[src/rtl/core/ibt_pkg.sv]
// Package for the input binding table: sizes, opcodes, status codes, flag bits.
// Used by input_binding_table_core, ibt_checker and testbench. No dependencies.
`timescale 1ns / 1ps
package ibt_pkg;
  localparam int TABLE_SLOTS_DEF = 16;
  localparam int AXIS_SLOTS_DEF  = 16;
  localparam int EVENT_DEPTH_DEF = 16;

  localparam logic [1:0] OP_MAP  = 2'd0;
  localparam logic [1:0] OP_EVT  = 2'd1;
  localparam logic [1:0] OP_TICK = 2'd2;
  localparam logic [1:0] OP_GET  = 2'd3;

  localparam logic [2:0] ST_OK       = 3'd0;
  localparam logic [2:0] ST_NOTFOUND = 3'd1;
  localparam logic [2:0] ST_SAME     = 3'd2;
  localparam logic [2:0] ST_TFULL    = 3'd3;
  localparam logic [2:0] ST_AFULL    = 3'd4;
  localparam logic [2:0] ST_QFULL    = 3'd5;

  localparam int F_DOWN = 0;
  localparam int F_HELD = 1;
  localparam int F_UP   = 2;
endpackage

[src/rtl/core/ibt_ram.sv]
// Generic single-port-write, single-port-read RAM with registered read data.
// No dependencies.
`timescale 1ns / 1ps
module ibt_ram #(
  parameter int WIDTH = 32,
  parameter int DEPTH = 16
) (
  input  logic                     clk,
  input  logic                     we,
  input  logic [$clog2(DEPTH)-1:0] waddr,
  input  logic [WIDTH-1:0]         wdata,
  input  logic [$clog2(DEPTH)-1:0] raddr,
  output logic [WIDTH-1:0]         rdata
);
  logic [WIDTH-1:0] mem [DEPTH];

  always_ff @(posedge clk) begin
    if (we) begin
      mem[waddr] <= wdata;
    end
    rdata <= mem[raddr];
  end
endmodule

[src/rtl/core/input_binding_table_core.sv]
// Input binding table top level: two linear-probe hash tables, axis records, event queue.
// Depends on ibt_pkg and ibt_ram.
//
// Usage: items arrive on s_axis (opcode in tuser, other fields in tdata).
// Every item gives exactly one result beat on m_axis (status in tuser).
// Opcodes: map code to binding, queue event, frame tick, get axis.
// One item is handled at a time; s_axis_tready is high only when idle.
// A probe reads one table slot at a time (registered RAM read, S_PRD then
// S_PCHK) and walks up to TABLE_SLOTS slots. Map: two probes, code table
// then bind table. Event: queued without a probe. Get: one probe plus an
// axis read. Tick: edge clearing over all AXIS_SLOTS axes, then per queued
// event one probe and a read-modify-write of the axis. All probing goes
// through one slot walker and one key comparator.
// Reset clears valid bits, counters, the touched mask and axis flags; axis
// records read as zero until written (per-axis valid bits).
// If m_axis_tready is low the result is held in the output register and the
// next item is not taken until the result beat is accepted.
`timescale 1ns / 1ps
module input_binding_table_core #(
  parameter int TABLE_SLOTS = ibt_pkg::TABLE_SLOTS_DEF,
  parameter int AXIS_SLOTS  = ibt_pkg::AXIS_SLOTS_DEF,
  parameter int EVENT_DEPTH = ibt_pkg::EVENT_DEPTH_DEF
) (
  input  logic         clk,
  input  logic         rst,
  input  logic         s_axis_tvalid,
  output logic         s_axis_tready,
  // key_type[15:0], code_value[31:16], bind_value[47:32], press_flag[48],
  // release_flag[49], stamp[81:50], payload[113:82], zero pad to 120
  input  logic [119:0] s_axis_tdata,
  // opcode[1:0]
  input  logic [1:0]   s_axis_tuser,
  output logic         m_axis_tvalid,
  input  logic         m_axis_tready,
  // down_edge[0], held[1], up_edge[2], pressed_stamp[34:3],
  // released_stamp[66:35], axis_payload[98:67], axis_kind[114:99], pad to 120
  output logic [119:0] m_axis_tdata,
  // status[2:0]
  output logic [2:0]   m_axis_tuser
);
  localparam int TW = (TABLE_SLOTS > 1) ? $clog2(TABLE_SLOTS) : 1;
  localparam int AW = (AXIS_SLOTS > 1) ? $clog2(AXIS_SLOTS) : 1;
  localparam int EW = (EVENT_DEPTH > 1) ? $clog2(EVENT_DEPTH) : 1;
  localparam int TCW = $clog2(TABLE_SLOTS + 1);
  localparam int ACW = $clog2(AXIS_SLOTS + 1);
  localparam int ECW = $clog2(EVENT_DEPTH + 1);
  localparam int TRAM = 1 << TW;
  localparam int ARAM = 1 << AW;
  localparam int ERAM = 1 << EW;

  typedef enum logic [13:0] {
    S_IDLE  = 14'h0001,
    S_PRD   = 14'h0002,  // probe: issue read
    S_PCHK  = 14'h0004,  // probe: check slot
    S_MAPC  = 14'h0008,  // map: code probe done, start bind probe
    S_MAPB  = 14'h0010,  // map: decide
    S_MAPW  = 14'h0020,  // map: write bind entry / link
    S_GETR  = 14'h0040,
    S_GETD  = 14'h0080,
    S_CLR   = 14'h0100,  // tick: clear edges
    S_ERD   = 14'h0200,  // tick: read event
    S_ELK   = 14'h0400,  // tick: event read, start probe
    S_EAX   = 14'h0800,  // tick: read axis
    S_EUPD  = 14'h1000,  // tick: update axis
    S_OUT   = 14'h2000
  } state_t;

  state_t state;
  logic [1:0]  op;
  logic [15:0] ktype;
  logic [31:0] ckey, bkey, pkey;
  logic        pflag, rflag;
  logic [31:0] istamp, ipay;

  // probe walker
  logic          ptab;      // 0 code table, 1 bind table
  logic          pfind;     // find mode (match used only) vs place mode
  logic [TW-1:0] pidx;
  logic [TCW-1:0] pcnt;
  logic          phit, pfree;
  logic [TW-1:0] pslot;
  state_t        pret;
  logic          c_hit, c_ok;
  logic [TW-1:0] c_slot;

  logic [TABLE_SLOTS-1:0] code_used, bind_used;
  logic [ACW-1:0]         axes_allocated;
  logic [AXIS_SLOTS-1:0]  touched, axis_valid;
  logic [2:0]             axis_flags [AXIS_SLOTS];
  logic [ECW-1:0]         event_count, eidx;
  logic [AW-1:0]          ax, cidx;
  logic [2:0]             status;

  // RAMs
  logic          ck_we, bk_we, cl_we, bl_we;
  logic [TW-1:0] t_waddr;
  logic [31:0]   t_wkey;
  logic [AW-1:0] t_wlink;
  logic [31:0]   ck_rd, bk_rd;
  logic [AW-1:0] cl_rd, bl_rd;
  logic [TW-1:0] t_raddr;

  logic          a_we;
  logic [AW-1:0] a_waddr, a_raddr;
  logic [111:0]  a_wdata, a_rd;   // type, data, released, pressed
  logic          e_we;
  logic [EW-1:0] e_waddr, e_raddr;
  logic [97:0]   e_wdata, e_rd;   // up, down, key, payload, stamp

  ibt_ram #(.WIDTH(32), .DEPTH(TRAM)) u_ckey (.clk, .we(ck_we), .waddr(t_waddr),
    .wdata(t_wkey), .raddr(t_raddr), .rdata(ck_rd));
  ibt_ram #(.WIDTH(32), .DEPTH(TRAM)) u_bkey (.clk, .we(bk_we), .waddr(t_waddr),
    .wdata(t_wkey), .raddr(t_raddr), .rdata(bk_rd));
  ibt_ram #(.WIDTH(AW), .DEPTH(TRAM)) u_clink (.clk, .we(cl_we), .waddr(t_waddr),
    .wdata(t_wlink), .raddr(t_raddr), .rdata(cl_rd));
  ibt_ram #(.WIDTH(AW), .DEPTH(TRAM)) u_blink (.clk, .we(bl_we), .waddr(t_waddr),
    .wdata(t_wlink), .raddr(t_raddr), .rdata(bl_rd));
  ibt_ram #(.WIDTH(112), .DEPTH(ARAM)) u_axis (.clk, .we(a_we), .waddr(a_waddr),
    .wdata(a_wdata), .raddr(a_raddr), .rdata(a_rd));
  ibt_ram #(.WIDTH(98), .DEPTH(ERAM)) u_evq (.clk, .we(e_we), .waddr(e_waddr),
    .wdata(e_wdata), .raddr(e_raddr), .rdata(e_rd));

  logic [AW-1:0] cur_ax;      // axis chosen by map
  logic [TW-1:0] bslot_r;
  logic [111:0]  arec;
  logic [2:0]    aflg;

  // combinational probe check of current slot
  logic        s_used, s_match;
  logic [31:0] s_key;
  always_comb begin
    s_used  = ptab ? bind_used[pidx] : code_used[pidx];
    s_key   = ptab ? bk_rd : ck_rd;
    s_match = s_used && (s_key == pkey);
  end

  assign s_axis_tready = (state == S_IDLE) && !m_axis_tvalid;
  assign e_wdata = {rflag, pflag, bkey, ipay, istamp};
  assign t_raddr = pidx;
  assign a_raddr = ax;
  assign arec    = axis_valid[ax] ? a_rd : '0;

  always_ff @(posedge clk) begin
    ck_we <= 1'b0; bk_we <= 1'b0; cl_we <= 1'b0; bl_we <= 1'b0;
    a_we  <= 1'b0; e_we  <= 1'b0;
    if (rst) begin
      state          <= S_IDLE;
      code_used      <= '0;
      bind_used      <= '0;
      axes_allocated <= '0;
      touched        <= '0;
      axis_valid     <= '0;
      event_count    <= '0;
      m_axis_tvalid  <= 1'b0;
      for (int i = 0; i < AXIS_SLOTS; i++) axis_flags[i] <= '0;
    end else begin
      if (m_axis_tvalid && m_axis_tready) m_axis_tvalid <= 1'b0;
      case (state)
        S_IDLE: begin
          if (s_axis_tvalid && s_axis_tready) begin
            op     <= s_axis_tuser;
            ktype  <= s_axis_tdata[15:0];
            ckey   <= {s_axis_tdata[15:0], s_axis_tdata[31:16]};
            bkey   <= {s_axis_tdata[15:0], s_axis_tdata[47:32]};
            pflag  <= s_axis_tdata[48];
            rflag  <= s_axis_tdata[49];
            istamp <= s_axis_tdata[81:50];
            ipay   <= s_axis_tdata[113:82];
            status <= ibt_pkg::ST_OK;
            case (s_axis_tuser)
              ibt_pkg::OP_MAP, ibt_pkg::OP_GET: begin
                ptab  <= 1'b0;
                pfind <= (s_axis_tuser == ibt_pkg::OP_GET);
                pkey  <= {s_axis_tdata[15:0], s_axis_tdata[31:16]};
                pidx  <= TW'({s_axis_tdata[15:0], s_axis_tdata[31:16]} % TABLE_SLOTS);
                pcnt  <= '0;
                pret  <= (s_axis_tuser == ibt_pkg::OP_GET) ? S_GETR : S_MAPC;
                state <= S_PRD;
              end
              ibt_pkg::OP_EVT: begin
                state <= S_OUT;
              end
              default: begin
                cidx  <= '0;
                state <= S_CLR;
              end
            endcase
          end
        end
        S_PRD: state <= S_PCHK;   // slot read in flight
        S_PCHK: begin
          if (pfind ? s_match : (!s_used || s_match)) begin
            phit  <= s_match;
            pfree <= 1'b1;
            pslot <= pidx;
            state <= pret;
          end else if (pcnt == TCW'(TABLE_SLOTS - 1)) begin
            phit  <= 1'b0;
            pfree <= 1'b0;
            state <= pret;
          end else begin
            pcnt  <= pcnt + 1'b1;
            pidx  <= (pidx == TW'(TABLE_SLOTS - 1)) ? '0 : pidx + 1'b1;
            state <= S_PRD;
          end
        end
        S_MAPC: begin
          // read data still holds the code slot the probe stopped at
          cur_ax <= cl_rd;
          c_hit  <= phit;
          c_ok   <= pfree;
          c_slot <= pslot;
          ptab   <= 1'b1;
          pkey   <= bkey;
          pidx   <= TW'(bkey % TABLE_SLOTS);
          pcnt   <= '0;
          pret   <= S_MAPB;
          state  <= S_PRD;
        end
        S_MAPB: begin
          bslot_r <= pslot;
          if (!c_ok || !pfree) begin
            status <= ibt_pkg::ST_TFULL;
            state  <= S_OUT;
          end else if (!c_hit) begin
            if (axes_allocated >= ACW'(AXIS_SLOTS)) begin
              status <= ibt_pkg::ST_AFULL;
              state  <= S_OUT;
            end else begin
              cur_ax         <= axes_allocated[AW-1:0];
              axes_allocated <= axes_allocated + 1'b1;
              code_used[c_slot] <= 1'b1;
              ck_we   <= 1'b1; cl_we <= 1'b1;
              t_waddr <= c_slot; t_wkey <= ckey; t_wlink <= axes_allocated[AW-1:0];
              state   <= S_MAPW;
            end
          end else if (phit && (bl_rd == cur_ax)) begin
            // bl_rd holds the link of the bind slot the probe stopped at
            status <= ibt_pkg::ST_SAME;
            state  <= S_OUT;
          end else begin
            state <= S_MAPW;
          end
        end
        S_MAPW: begin
          bind_used[bslot_r] <= 1'b1;
          bk_we   <= 1'b1; bl_we <= 1'b1;
          t_waddr <= bslot_r; t_wkey <= bkey; t_wlink <= cur_ax;
          ax      <= cur_ax;
          pfree   <= 1'b0;   // wait for the axis read
          pret    <= S_EUPD;
          state   <= S_EUPD;
        end
        S_GETR: begin
          if (!phit) begin
            status <= ibt_pkg::ST_NOTFOUND;
            state  <= S_OUT;
          end else begin
            state <= S_GETD;
          end
        end
        S_GETD: begin
          ax    <= cl_rd;
          state <= S_EAX;
          pret  <= S_OUT;
        end
        S_CLR: begin
          if (touched[cidx]) begin
            axis_flags[cidx][ibt_pkg::F_DOWN] <= 1'b0;
            axis_flags[cidx][ibt_pkg::F_UP]   <= 1'b0;
          end
          touched[cidx] <= 1'b0;
          if (cidx == AW'(AXIS_SLOTS - 1)) begin
            eidx  <= '0;
            state <= S_ERD;
          end else begin
            cidx <= cidx + 1'b1;
          end
        end
        S_ERD: begin
          if (eidx >= event_count) begin
            event_count <= '0;
            state       <= S_OUT;
          end else begin
            e_raddr <= eidx[EW-1:0];
            state   <= S_ELK;
            pcnt    <= '1;   // marks event not yet latched
          end
        end
        S_ELK: begin
          if (pcnt == '1) begin
            pcnt <= '0;      // wait for registered read
          end else begin
            ptab  <= 1'b1;
            pfind <= 1'b1;
            pkey  <= e_rd[95:64];
            pidx  <= TW'(e_rd[95:64] % TABLE_SLOTS);
            pcnt  <= '0;
            pret  <= S_EAX;
            state <= S_PRD;
          end
        end
        S_EAX: begin
          if (op == ibt_pkg::OP_TICK && !phit) begin
            eidx  <= eidx + 1'b1;
            state <= S_ERD;
          end else begin
            if (op == ibt_pkg::OP_TICK) ax <= bl_rd;
            pfree <= 1'b0;   // read latency marker
            state <= S_EUPD;
            pret  <= S_EUPD;
          end
        end
        S_EUPD: begin
          if (!pfree && pret == S_EUPD) begin
            pfree <= 1'b1;   // a_rd valid next cycle
          end else if (op == ibt_pkg::OP_GET) begin
            aflg   <= axis_flags[ax];
            state  <= S_OUT;
          end else begin
            a_we    <= 1'b1;
            a_waddr <= ax;
            axis_valid[ax] <= 1'b1;
            if (op == ibt_pkg::OP_MAP) begin
              a_wdata <= {ktype, arec[95:0]};
              state   <= S_OUT;
            end else begin
              if (e_rd[96] && !axis_flags[ax][ibt_pkg::F_HELD]) begin
                axis_flags[ax] <= axis_flags[ax] | 3'b011;
                a_wdata <= {arec[111:96], e_rd[63:32], arec[63:32], e_rd[31:0]};
              end else if (e_rd[97]) begin
                axis_flags[ax] <= (axis_flags[ax] | 3'b100) & 3'b101;
                a_wdata <= {arec[111:96], e_rd[63:32], e_rd[31:0], arec[31:0]};
              end else begin
                a_wdata <= {arec[111:96], e_rd[63:32], arec[63:0]};
              end
              touched[ax] <= 1'b1;
              eidx  <= eidx + 1'b1;
              state <= S_ERD;
            end
          end
        end
        S_OUT: begin
          if (op == ibt_pkg::OP_EVT) begin
            if (event_count >= ECW'(EVENT_DEPTH)) begin
              status <= ibt_pkg::ST_QFULL;
            end else begin
              e_we        <= 1'b1;
              e_waddr     <= event_count[EW-1:0];
              event_count <= event_count + 1'b1;
            end
          end
          state <= S_IDLE;
          m_axis_tvalid <= 1'b1;
          m_axis_tuser  <= (op == ibt_pkg::OP_EVT && event_count >= ECW'(EVENT_DEPTH))
                           ? ibt_pkg::ST_QFULL : status;
          if (op == ibt_pkg::OP_GET && status == ibt_pkg::ST_OK) begin
            m_axis_tdata <= {5'd0, arec[111:96], arec[95:64], arec[63:32], arec[31:0],
                             aflg[ibt_pkg::F_UP], aflg[ibt_pkg::F_HELD],
                             aflg[ibt_pkg::F_DOWN]};
          end else begin
            m_axis_tdata <= '0;
          end
        end
        default: state <= S_IDLE;
      endcase
    end
  end
endmodule

[config.mk]
export PLATFORM = sky130hd
export DESIGN_NAME = input_binding_table_core
export DESIGN_NICKNAME = d
export VERILOG_FILES = /design/src/rtl/core/ibt_pkg.sv /design/src/rtl/core/ibt_ram.sv /design/src/rtl/core/input_binding_table_core.sv
export SDC_FILE = /design/constraint.sdc
export NUM_CORES = 2
export LEC_CHECK = 0
export BUFFER_PORTS_ARGS = -buffer_cell sky130_fd_sc_hd__buf_2
export CORE_MARGIN = 4
export CORE_UTILIZATION = 40
export CTS_CLUSTER_DIAMETER = 80
export DETAILED_ROUTE_END_ITERATION = 12
export PLACE_DENSITY_LB_ADDON = 0.25
export SYNTH_ARGS = -nofsm -noshare
export SYNTH_HDL_FRONTEND = slang
export SYNTH_MEMORY_MAX_BITS = 65536
export SYNTH_SLANG_ARGS = --single-unit
[constraint.sdc]
create_clock -name clk -period 31.7 [get_ports clk]
set_input_delay 6.34 -clock clk [delete_from_list [all_inputs] [get_ports clk]]
set_output_delay 6.34 -clock clk [all_outputs]
set_load 0.01 [all_outputs]
==> results.sh <==
export IMPL_status="finished, final reports clean"
export IMPL_synth_cells=9311
export IMPL_critPathArrivalTime_ps=3350
export IMPL_synth_edf_count=5046
export IMPL_totalWireLength_um=511000
export IMPL_crit_path_top_delay_cell="nor3_1"
export IMPL_layout_commonest_cell="edfxtp_1"
export IMPL_die_width_um=718.4
export IMPL_setup_tns_ps=0
export IMPL_synth_async_reset_ratio=0
export IMPL_worstPathMaxFanout=8
export IMPL_fmax_ghz=0.1032
export IMPL_slew_violations=0
export IMPL_cp_top_family="simple AND/OR/NAND/NOR gates"
export IMPL_hold_slack_ps=455.8
export IMPL_gp_congestion=0.8052
export IMPL_setup_worst_path_end_class="output pin"
export IMPL_num_vias=96362
export IMPL_slew_headroom=0.1278
export IMPL_postPlaceCellArea_sq_um=211900
export IMPL_die_area_sq_um=516100
export IMPL_cp_required_ps=25360
export IMPL_final_hold_viol_count=0
export IMPL_finClkSkew_ps=64.63
export IMPL_wl_per_cell_um=30.05
export IMPL_hold_buffers=0
export IMPL_drt_antenna_violating_nets=0
export IMPL_cpPeakStageDelay_ps=760
export IMPL_grt_remaining_overflow=0
export IMPL_cellLeakagePower_nw=73.40
export IMPL_grt_pass1_wl_um=729100
export IMPL_min_path_type="reg2reg"
export IMPL_syn_area_per_cell_sq_um=21.68
export IMPL_period_share=0.3057
export IMPL_synth_seq_cells=5425
export IMPL_drc_errors=0
export IMPL_first_pass_iters=6
export IMPL_initial_core_util=0.4019
export IMPL_coreArea_sq_um=502300
export IMPL_finalSetupViolations=0
export IMPL_worstPathCellList="nor3_1 -> nand4_1 -> nand2b_1 -> nor2_1 -> buf_2"
export IMPL_drv_cap=0
export IMPL_drtIter0Drc=10524
export IMPL_cts_buffers=565
export IMPL_ios=251
export IMPL_insertion_delay_ps=1060
export IMPL_path_clk_slew_ps=60
export IMPL_antenna_found_initial=53
export IMPL_clk_root_buffer_cell="clkbuf_16"
export IMPL_tritoncts="done"
export IMPL_track_usage=0.1944
export IMPL_ys_flop_type="edfxtp_1"
export IMPL_cp_num_buf_inv=1
export IMPL_vdd_drop_max_v=0.00005938
export IMPL_synthToLayoutAreaGrowth_pct=14.17
export IMPL_total_power_mw=15.31
export IMPL_viasPerCell=5.665
export IMPL_p_per_area_nw_per_um2=66.41
export IMPL_ys_warn_count=0
export IMPL_fp_row_count=260
export IMPL_critical_path_class="reg2out"
export IMPL_ys_types=65
export IMPL_clockBufferDepth=4
export IMPL_final_nets=9968
export IMPL_dp_hpwl_um=268400
export IMPL_fin_area_sq_um=230500
export IMPL_postLayoutCoreUtil=0.4588
export IMPL_cts_resized=0
export IMPL_layout_common_cells="edfxtp_1 (5,046), mux4_2 (1,213), clkbuf_16 (576)"
export IMPL_portBuffers=239
export IMPL_worstMarginPinSlew_ps=1296
export IMPL_min_period_ps=9691
export IMPL_postCtsSetupRepairBufs=0
export IMPL_cp_start_kind="flip-flop"
export IMPL_seq_area_frac_synth=0.7882
export IMPL_rsz0062_at_grt="false"
export IMPL_chipHeight_um=718.4
export IMPL_cts_sinks=5425
export IMPL_drive_gt1_frac=0.2594
export IMPL_grt_pass1_vias=99052
export IMPL_ctsHtreeMaxLevel=6
export IMPL_grt_max_degree=135
export IMPL_netlist_area_sq_um=201900
==> cell usage after synthesis, types with 6 or more instances <==
master / count / area [sq um]
xor2_1: 41 / 359.1
or2_2: 22 / 137.6
buf_1: 110 / 412.9
clkbuf_1: 370 / 1389
nand4_1: 17 / 106.4
a211oi_1: 8 / 60.06
a221oi_1: 72 / 630.6
nor4_1: 11 / 68.82
mux4_2: 1214 / 27340
and3_1: 118 / 738.2
nor3b_1: 8 / 60.06
nor3_1: 42 / 210.2
dfxtp_1: 379 / 7587
nor2b_1: 13 / 81.33
mux2i_1: 266 / 2663
edfxtp_1: 5046 / 151500
o21ai_0: 279 / 1396
nand2b_1: 32 / 200.2
inv_1: 57 / 214.0
xnor2_1: 7 / 61.31
nand3_1: 55 / 275.3
nand2_1: 435 / 1633
a22oi_1: 121 / 908.4
a21oi_1: 117 / 585.6
mux2_2: 76 / 855.8
a31o_2: 16 / 140.1
buf_4: 6 / 45.04
and2_1: 11 / 68.82
nor2_1: 208 / 780.8
ha_1: 25 / 312.8
buf_2: 18 / 90.09
a31oi_1: 8 / 50.05
o2bb2ai_1: 32 / 280.3
nand3b_1: 8 / 60.06
or4_1: 6 / 45.04
==> layer usage <==
layer,part of all wire,GRT usage
met2,0.49,0.3148
met1,0.42,0.2740
met3,0.069,0.03193
met5,0.000016,0
met4,0.027,0.05446
==> stage by stage <==
stage | cells | worst slack [ps]
floorplan | 9315 | 16120
global placement | 15931 | 21850
detailed placement | 15931 | 21900
CTS | 16972 | 21870
global route | 16984 | 21780
finish | 17009 | 22010
==> path summary, 6_finish.rpt <==
check | to | slack, ps | startpoint | cells past startpoint
worst max-delay path | s_axis_tready | 22010 | state[8] | 5
worst min-delay path | c_slot[1] | 460 | pslot[1] | 0
worst max register to register | u_bkey.rdata[7] | 26070 | pidx[0] | 10
worst min register to register | c_slot[1] | 460 | pslot[1] | 0
==> layout make-up <==
class	instances	area, sq um
Clock inverter	241	2704
Antenna cell	37	92.59
Tap cell	6681	8359
Fill cell	41427	271800
Sequential cell	5425	159100
Multi-Input combinational cell	3326	41160
Inverter	57	214.0
Timing Repair Buffer	442	3008
Clock buffer	800	15820
==> cells by family after synthesis <==
group	share of synthesized area
other	0.00001858
muxes	0.1529
xor gates and xnor gates	0.002083
DFF	0.7882
adders and majority gates	0.001549
AOI/OAI and AO/OA	0.02131
buffers and inverters	0.01079
and+or+nand+nor	0.02320
==> worst reg2reg max path: cells and delay by family (launching register included) <==
kind	cells	cell delay (ps)
and+or+nand+nor	1	80
DFF	1	320
buffers and inverters	5	4160
muxes	1	470
AOI/OAI and AO/OA	3	500
==> flip-flops by register name, summed over array words and instances (netlist names), 64 cells and up, named ones only <==
| name | flops |
|---|---|
| u_ckey.mem | 512 |
| a_wdata | 112 |
| u_evq.rdata | 98 |
| u_blink.mem | 64 |
| u_clink.mem | 64 |
| u_axis.mem | 1792 |
| u_evq.mem | 1568 |
| u_axis.rdata | 112 |
| m_axis_tdata | 115 |
| u_bkey.mem | 512 |
==> report_power, final <==
part           internal, mW  switching, mW
combinational         0.256          0.464
clock                  3.81           2.76
sequential             7.91          0.110
total                  12.0           3.33
No activity file was read; power rests on OpenSTA's default activity.
